### src/rtl/ctb_pkg.sv
package ctb_pkg;

  // Bank geometry
  localparam int unsigned NumTimers = 16;
  localparam int unsigned AddrW     = $clog2(NumTimers);
  localparam int unsigned CntW      = $clog2(NumTimers + 1);
  localparam int unsigned IdxW      = 4;
  localparam int unsigned ValW      = 32;

  localparam logic [ValW-1:0] LockedValue = '1;

  // Command codes
  typedef enum logic [2:0] {
    CMD_TICK  = 3'd0,
    CMD_ALLOC = 3'd1,
    CMD_SET   = 3'd2,
    CMD_READ  = 3'd3,
    CMD_LOCK  = 3'd4,
    CMD_DELAY = 3'd5
  } cmd_e;

  // Controller states
  typedef enum logic [1:0] {
    ST_IDLE,
    ST_READ,
    ST_TICK,
    ST_EMIT
  } state_e;

  // Timer memory access, controller to RAM
  typedef struct packed {
    logic            we;
    logic [AddrW-1:0] waddr;
    logic [ValW-1:0]  wdata;
    logic            re;
    logic [AddrW-1:0] raddr;
  } mem_req_t;

  // One result item
  typedef struct packed {
    logic [IdxW-1:0] alloc_idx;
    logic [ValW-1:0] read_value;
    logic            ok;
    logic [ValW-1:0] delay;
  } result_t;

endpackage

### src/rtl/countdown_timer_bank.sv
// Countdown timer bank with one delay counter.
//
// Commands arrive on the s_axis channel, one transfer per command: tuser
// carries the command code (tick, allocate, set, read, lock, start delay),
// tdata the timer index and a duration. Every command yields exactly one
// result transfer on m_axis: allocated index, read value, ok flag and the
// delay counter as it stands after the command.
//
// Sequence, accept to result valid: allocate, set, lock, start delay and
// unknown codes go to ST_EMIT, read passes ST_READ first (one memory read).
// A tick walks all allocated timers through the timer memory in ST_TICK,
// one entry per cycle with read and write-back overlapped, then goes on to
// ST_EMIT. The next command is taken right after the result has moved into
// the output register.
//
// Reset clears the allocation count and the delay counter; the timer memory
// is not cleared, each entry is written when its timer is allocated. When
// the receiver stalls, the result waits in the output register; one more
// command is still accepted and processed, then s_axis_tready stays low.
module countdown_timer_bank_core (
  input  logic         clk_i,
  input  logic         rst_ni,
  // command stream
  input  logic         s_axis_tvalid,
  output logic         s_axis_tready,
  input  logic [39:0]  s_axis_tdata,   // timer_index[3:0], duration[35:4], zero[39:36]
  input  logic [2:0]   s_axis_tuser,   // cmd[2:0]
  // result stream
  output logic         m_axis_tvalid,
  input  logic         m_axis_tready,
  output logic [71:0]  m_axis_tdata    // allocated_index[3:0], read_value[35:4], ok[36],
                                       // delay_remaining[68:37], zero[71:69]
);

  ctb_pkg::mem_req_t            mem_req;
  logic [ctb_pkg::ValW-1:0]     mem_rdata;
  ctb_pkg::result_t             res;
  logic                         res_valid;
  logic                         out_free;
  logic                         out_valid_q;
  ctb_pkg::result_t             out_q;

  assign out_free = !out_valid_q || m_axis_tready;

  ctb_ctrl u_ctrl (
    .clk_i       (clk_i),
    .rst_ni      (rst_ni),
    .in_valid_i  (s_axis_tvalid),
    .in_ready_o  (s_axis_tready),
    .cmd_i       (ctb_pkg::cmd_e'(s_axis_tuser)),
    .idx_i       (s_axis_tdata[3:0]),
    .dur_i       (s_axis_tdata[35:4]),
    .out_free_i  (out_free),
    .res_valid_o (res_valid),
    .res_o       (res),
    .mem_req_o   (mem_req),
    .mem_rdata_i (mem_rdata)
  );

  ctb_ram u_ram (
    .clk_i   (clk_i),
    .req_i   (mem_req),
    .rdata_o (mem_rdata)
  );

  // Output register: valid flag
  always_ff @(posedge clk_i or negedge rst_ni) begin
    if (!rst_ni) begin
      out_valid_q <= 1'b0;
    end else if (out_free) begin
      out_valid_q <= res_valid;
    end
  end

  // Output register: payload
  always_ff @(posedge clk_i) begin
    if (res_valid) begin
      out_q <= res;
    end
  end

  assign m_axis_tvalid = out_valid_q;
  assign m_axis_tdata  = {3'b000, out_q.delay, out_q.ok, out_q.read_value, out_q.alloc_idx};

endmodule

### src/rtl/ctb_ram.sv
module ctb_ram (
  input  logic                        clk_i,
  input  ctb_pkg::mem_req_t           req_i,
  output logic [ctb_pkg::ValW-1:0]    rdata_o
);

  logic [ctb_pkg::ValW-1:0] mem [ctb_pkg::NumTimers];
  logic [ctb_pkg::ValW-1:0] rdata_q;

  // One write port, one registered read port
  always_ff @(posedge clk_i) begin
    if (req_i.we) begin
      mem[req_i.waddr] <= req_i.wdata;
    end
    if (req_i.re) begin
      rdata_q <= mem[req_i.raddr];
    end
  end

  assign rdata_o = rdata_q;

endmodule

### src/rtl/ctb_ctrl.sv
module ctb_ctrl (
  input  logic                          clk_i,
  input  logic                          rst_ni,
  // command transfer
  input  logic                          in_valid_i,
  output logic                          in_ready_o,
  input  ctb_pkg::cmd_e                 cmd_i,
  input  logic [ctb_pkg::IdxW-1:0]      idx_i,
  input  logic [ctb_pkg::ValW-1:0]      dur_i,
  // result hand-off to the output register
  input  logic                          out_free_i,
  output logic                          res_valid_o,
  output ctb_pkg::result_t              res_o,
  // timer memory
  output ctb_pkg::mem_req_t             mem_req_o,
  input  logic [ctb_pkg::ValW-1:0]      mem_rdata_i
);

  ctb_pkg::state_e              state_q, state_d;
  ctb_pkg::result_t             res_q, res_d;
  logic [ctb_pkg::CntW-1:0]     cnt_q, cnt_d;
  logic [ctb_pkg::ValW-1:0]     delay_q, delay_d;
  logic [ctb_pkg::CntW-1:0]     ptr_q, ptr_d;
  logic                         pend_q, pend_d;
  logic [ctb_pkg::AddrW-1:0]    waddr_q, waddr_d;

  logic                         accept;
  logic                         hit;
  logic                         can_alloc;
  logic                         issue;
  logic [ctb_pkg::ValW-1:0]     dec_val;

  assign accept    = in_valid_i && (state_q == ctb_pkg::ST_IDLE);
  assign hit       = {{(ctb_pkg::CntW - ctb_pkg::IdxW){1'b0}}, idx_i} < cnt_q;
  assign can_alloc = cnt_q < ctb_pkg::CntW'(ctb_pkg::NumTimers);
  assign issue     = ptr_q < cnt_q;

  // Tick update of one timer: hold at zero and at the locked value
  assign dec_val = ((mem_rdata_i == '0) || (mem_rdata_i == ctb_pkg::LockedValue)) ?
                   mem_rdata_i : mem_rdata_i - 1'b1;

  // Next state
  always_comb begin
    state_d = state_q;
    case (state_q)
      ctb_pkg::ST_IDLE: begin
        if (in_valid_i) begin
          if (cmd_i == ctb_pkg::CMD_READ) begin
            state_d = ctb_pkg::ST_READ;
          end else if (cmd_i == ctb_pkg::CMD_TICK) begin
            state_d = ctb_pkg::ST_TICK;
          end else begin
            state_d = ctb_pkg::ST_EMIT;
          end
        end
      end
      ctb_pkg::ST_READ: state_d = ctb_pkg::ST_EMIT;
      ctb_pkg::ST_TICK: begin
        if (!issue && !pend_q) begin
          state_d = ctb_pkg::ST_EMIT;
        end
      end
      ctb_pkg::ST_EMIT: begin
        if (out_free_i) begin
          state_d = ctb_pkg::ST_IDLE;
        end
      end
      default: state_d = ctb_pkg::ST_IDLE;
    endcase
  end

  // Outputs: handshake and memory accesses
  always_comb begin
    in_ready_o  = 1'b0;
    res_valid_o = 1'b0;
    mem_req_o   = '0;
    case (state_q)
      ctb_pkg::ST_IDLE: begin
        in_ready_o = 1'b1;
        if (in_valid_i) begin
          case (cmd_i)
            ctb_pkg::CMD_ALLOC: begin
              mem_req_o.we    = can_alloc;
              mem_req_o.waddr = cnt_q[ctb_pkg::AddrW-1:0];
              mem_req_o.wdata = ctb_pkg::LockedValue;
            end
            ctb_pkg::CMD_SET: begin
              mem_req_o.we    = hit;
              mem_req_o.waddr = idx_i[ctb_pkg::AddrW-1:0];
              mem_req_o.wdata = dur_i;
            end
            ctb_pkg::CMD_LOCK: begin
              mem_req_o.we    = hit;
              mem_req_o.waddr = idx_i[ctb_pkg::AddrW-1:0];
              mem_req_o.wdata = ctb_pkg::LockedValue;
            end
            ctb_pkg::CMD_READ: begin
              mem_req_o.re    = hit;
              mem_req_o.raddr = idx_i[ctb_pkg::AddrW-1:0];
            end
            default: ;
          endcase
        end
      end
      ctb_pkg::ST_TICK: begin
        // read entry ptr while writing back the entry read last cycle
        mem_req_o.re    = issue;
        mem_req_o.raddr = ptr_q[ctb_pkg::AddrW-1:0];
        mem_req_o.we    = pend_q;
        mem_req_o.waddr = waddr_q;
        mem_req_o.wdata = dec_val;
      end
      ctb_pkg::ST_EMIT: res_valid_o = out_free_i;
      default: ;
    endcase
  end

  // Datapath: counters, delay and result
  always_comb begin
    res_d   = res_q;
    cnt_d   = cnt_q;
    delay_d = delay_q;
    ptr_d   = ptr_q;
    pend_d  = 1'b0;
    waddr_d = waddr_q;
    if (accept) begin
      res_d       = '0;
      res_d.delay = delay_q;
      ptr_d       = '0;
      case (cmd_i)
        ctb_pkg::CMD_TICK: begin
          if (delay_q != '0) begin
            delay_d = delay_q - 1'b1;
          end
          res_d.delay = delay_d;
        end
        ctb_pkg::CMD_ALLOC: begin
          if (can_alloc) begin
            res_d.alloc_idx = cnt_q[ctb_pkg::IdxW-1:0];
            res_d.ok        = 1'b1;
            cnt_d           = cnt_q + 1'b1;
          end
        end
        ctb_pkg::CMD_SET:  res_d.ok = hit;
        ctb_pkg::CMD_LOCK: res_d.ok = hit;
        ctb_pkg::CMD_READ: begin
          res_d.ok         = hit;
          res_d.read_value = ctb_pkg::LockedValue;
        end
        ctb_pkg::CMD_DELAY: begin
          delay_d     = dur_i;
          res_d.delay = dur_i;
        end
        default: ;
      endcase
    end else if (state_q == ctb_pkg::ST_READ) begin
      if (res_q.ok) begin
        res_d.read_value = mem_rdata_i;
      end
    end else if (state_q == ctb_pkg::ST_TICK) begin
      if (issue) begin
        ptr_d = ptr_q + 1'b1;
      end
      pend_d  = issue;
      waddr_d = ptr_q[ctb_pkg::AddrW-1:0];
    end
  end

  // Control registers
  always_ff @(posedge clk_i or negedge rst_ni) begin
    if (!rst_ni) begin
      state_q <= ctb_pkg::ST_IDLE;
      cnt_q   <= '0;
      delay_q <= '0;
      pend_q  <= 1'b0;
    end else begin
      state_q <= state_d;
      cnt_q   <= cnt_d;
      delay_q <= delay_d;
      pend_q  <= pend_d;
    end
  end

  // Payload registers
  always_ff @(posedge clk_i) begin
    res_q   <= res_d;
    ptr_q   <= ptr_d;
    waddr_q <= waddr_d;
  end

  assign res_o = res_q;

  // Allocation never runs past the bank
  a_cnt_bound: assert property (@(posedge clk_i) disable iff (!rst_ni)
    cnt_q <= ctb_pkg::CntW'(ctb_pkg::NumTimers))
    else $error("allocated count beyond bank size");

  // Tick walk pointer never passes the allocated count
  a_ptr_bound: assert property (@(posedge clk_i) disable iff (!rst_ni)
    (state_q == ctb_pkg::ST_TICK) |-> (ptr_q <= cnt_q))
    else $error("tick walk pointer past allocated count");

  // Write-back and read of the walk never hit the same entry
  a_no_rw_clash: assert property (@(posedge clk_i) disable iff (!rst_ni)
    (mem_req_o.we && mem_req_o.re) |-> (mem_req_o.waddr != mem_req_o.raddr))
    else $error("read and write to the same timer entry");

  // A result is only handed off when the output register can take it
  a_res_free: assert property (@(posedge clk_i) disable iff (!rst_ni)
    res_valid_o |-> (out_free_i && (state_q == ctb_pkg::ST_EMIT)))
    else $error("result handed off without room");

  // One command at a time: no acceptance right after a transfer
  a_one_item: assert property (@(posedge clk_i) disable iff (!rst_ni)
    accept |=> !in_ready_o)
    else $error("second command accepted while busy");

endmodule
### config.mk
export PLATFORM = sky130hd
export DESIGN_NAME = countdown_timer_bank_core
export DESIGN_NICKNAME = d
export VERILOG_FILES = /design/src/rtl/ctb_pkg.sv /design/src/rtl/countdown_timer_bank.sv /design/src/rtl/ctb_ram.sv /design/src/rtl/ctb_ctrl.sv
export SDC_FILE = /design/constraint.sdc
export NUM_CORES = 1
export LEC_CHECK = 0
export ABC_AREA = 1
export CELL_PAD_IN_SITES_DETAIL_PLACEMENT = 1
export CELL_PAD_IN_SITES_GLOBAL_PLACEMENT = 2
export CORE_UTILIZATION = 45
export CTS_CLUSTER_SIZE = 8
export DETAILED_ROUTE_END_ITERATION = 12
export DONT_BUFFER_PORTS = 1
export GPL_TIMING_DRIVEN = 0
export PLACE_DENSITY = 0.87
export SLEW_MARGIN = 15
export SYNTH_ARGS = -nofsm -noshare
export SYNTH_HDL_FRONTEND = slang
export SYNTH_SLANG_ARGS = --single-unit
### constraint.sdc
create_clock -name clk_i -period 12.3 [get_ports clk_i]
set_input_delay 2.46 -clock clk_i [delete_from_list [all_inputs] [get_ports clk_i]]
set_output_delay 2.46 -clock clk_i [all_outputs]
set_load 0.02 [all_outputs]
==> results.toml <==
[routing]
route.detailed.drc = 0
vias_per_cell = 5.77
detail_route.wl_per_cell_um = 27.1
vias = 25355
drt-initial-drc-count = 2303
wirelength_mm = 119
first_pass_iters = 5
ant_nets = 0

[power_and_ir_drop]
power_w = 0.00913
p_per_area_nw_per_um2 = 241
peakVddDrop_v = 0.000168
p_leak_nw = 15.0

[clocking]
htreeDepth = 3
cts.hold.buffers_added = 0
path_clk_slew_ns = 0.05
cts_tree = "yes"
ctsResizeCount = 0
worstSkewPairLatency_ns = 0.69
cts.path.max_buffers = 3
cts_sinks = 732
cts_buffers = 101
cts_setup_buffers = 0
cts-root-buf = "clkbuf_16"

[final_layout]
drive_above_1_share = 0.0842
nNetsFinal = 3474
final.fill_count = 7787
area.sequential_um2 = 21700
layout_commonest_cell = "nand2_1"
area_growth_syn_to_layout_pct = 14.9
multi_input_area_um2 = 9910
final_cell_mix = "1201 x nand2_1, 686 x edfxtp_1, 536 x nand3_1, 170 x inv_1, 164 x nor2_1"

[yosys]
synth_top_cell_area_share = 0.625
yosysTopAreaCell = "edfxtp_1"
async_reset_ff_frac = 0.0560
ys_seq_area_frac = 0.659
ys_seq_elements = 732
synth-edff-count = 686
synth_area_per_cell_um2 = 10.1
ys.flop_type = "edfxtp_1"
synth.area.top_cells = "edfxtp_1 63%, nand2_1 14%, nand3_1 8.1%, dfrtp_1 3.1%, nor2_1 2.1%"
synthesis.area_um2 = 32900
yosysUniqueCellTypes = 41
yosysWarnings = 0
synthCells = 3272

[grt]
grt.overflow.total = 0
grt_max_degree = 42
grt_usage = 0.322
antenna_found_initial = 2
grt_pass1_wl_mm = 174
grt_pass1_vias = 26645

[die]
dieHeight_um = 273
dieWidth_um = 273
rows = 98
core_um2 = 72000
initial_utilization = 0.458
die-area_um2 = 74300
io_pins = 121

[placement]
port_buffers = 0
gp_congestion = 0.887
dp_slack_ns = 6.34
hpwl_mm = 86.1

[setup_path]
end_kind = "register"
max_stage_delay_ns = 0.95
crit_type = "input port to register"
reg2reg_depth = 9
cp_cell_sequence = "nand2_1 > clkinv_1 > a21oi_2 > buf_2 > nor2_4 > buf_16 > buf_16"
crit_path_frequent_cell = "buf_16"
cp_max_fo = 17
reg2reg_from = "u_ctrl.state_q[0]"
r2r_slack_ns = 7.90
worstSetupStartpointType = "input port"
crit_family = "buffers and inverters"
worstPathRequired_ns = 12.73
path_buf_inv = 4
critical_path_arrival_ns = 5.73
slowest_stage = "a21oi_2"
timing.critical_path.depth = 7
worst_r2r_endpoint = "u_ram.mem[7][27]"

[sta]
timing_hold_violations_final = 0
period_minus_slack_ns = 5.30
worst_pin_slew_ns = 1.03
setup_viol = 0
relSlewSlack = 0.311
tns_ns = 0
skew_ns = 0.0405
fmax_mhz = 189
fin_crit_sh = 0.431
rsz0062_at_grt = "false"
holdWs_ns = 0.384
slew_viol_final = 0
timing.final.ws_setup_ns = 7.00

[status]
status = "completed"

[worst_hold_path]
min_path_cells = 0
hold_path_class = "register to register"
hold_start = "u_ctrl.res_o[0]"
hold_end = "m_axis_tdata[37]"

[flow_run]
cap_viol_max_count = 0
[Yosys cell counts, types with 2 or more instances]
master	count
nand4_1	24
xnor2_1	2
ha_1	18
nand2_1	1202
inv_1	170
dfxtp_1	5
nor2_1	180
inv_2	2
clkbuf_1	52
buf_4	27
edfxtp_1	686
nand3_1	536
nor3_1	11
nor2_4	3
nor2_2	2
a21oi_1	28
buf_2	71
xor2_1	29
o22ai_1	16
o22ai_2	2
or2_2	3
o21ai_0	84
nand3b_1	33
buf_6	3
dfrtp_1	41
buf_1	24
and2_1	3
nand2_2	2
[layout make-up]
type                       count  area share
clock buffer                 134      0.0709
multi-input combinational   2192       0.262
inverter                     173      0.0172
sequential                   732       0.574
tap                          950      0.0314
timing repair buffer          32      0.0171
clock inverter                 6     0.00423
antenna                        1   0.0000661
buffer                       177      0.0232
[per-layer routing]
layer	global-route usage	share of wire	vias to the layer above
met5	0	0	-
met4	0.133	0.041	0
met3	0.0568	0.074	263
met2	0.548	0.49	1085
met1	0.407	0.40	12675
li1	-	-	11332
[kinds of logic after synthesis]
kind of cell    count (synthesis)  share of synthesized area
flops                         732                      0.659
buf+inv                       350                     0.0463
compound gates                137                     0.0225
other cells                     1                   0.000114
simple gates                 2003                      0.257
fa+ha+maj                      18                    0.00684
xor+xnor                       31                    0.00824
[flip-flops by register name, indices dropped and copies added (netlist names)]
name / cells
u_ctrl.cnt_q: 5
u_ctrl.res_o: 69
u_ctrl.pend_q: 1
u_ctrl.ptr_q: 5
u_ctrl.delay_q: 32
u_ram.rdata_o: 32
u_ctrl.waddr_q: 4
m_axis_tdata: 69
u_ram.mem: 512
m_axis_tvalid: 1
u_ctrl.state_q: 2
[per-stage QoR]
step,utilization,instances,instance area [um2]
after detailed placement,0.486,4256,35000
after floorplan,-,3274,33000
final,0.526,4397,37800
after CTS,0.526,4396,37800
after global routing,0.526,4396,37800
after global placement,0.474,4224,34100
[power by group]
| part | internal, W | switching [W] | leakage, nW |
|---|---|---|---|
| clock | 0.00151 | 0.00108 | 1.37 |
| combinational | 0.000704 | 0.00213 | 6.77 |
| sequential | 0.00339 | 0.000318 | 6.91 |
[worst max path at each step]
stage | from | endpoint | slack (ns)
5_1_grt | s_axis_tvalid | u_ram.mem[1][14] | 6.99
6_report | s_axis_tvalid | u_ram.mem[7][27] | 7.00
3_5_place_dp | s_axis_tvalid | u_ram.mem[3][27] | 6.34
2_1_floorplan | m_axis_tready | m_axis_tdata[0] | 5.95
4_1_cts | s_axis_tvalid | u_ram.mem[3][29] | 7.07
3_3_place_gp | s_axis_tvalid | u_ram.mem[1][29] | 4.27
Note: power is estimated with default switching activity, not from simulation.
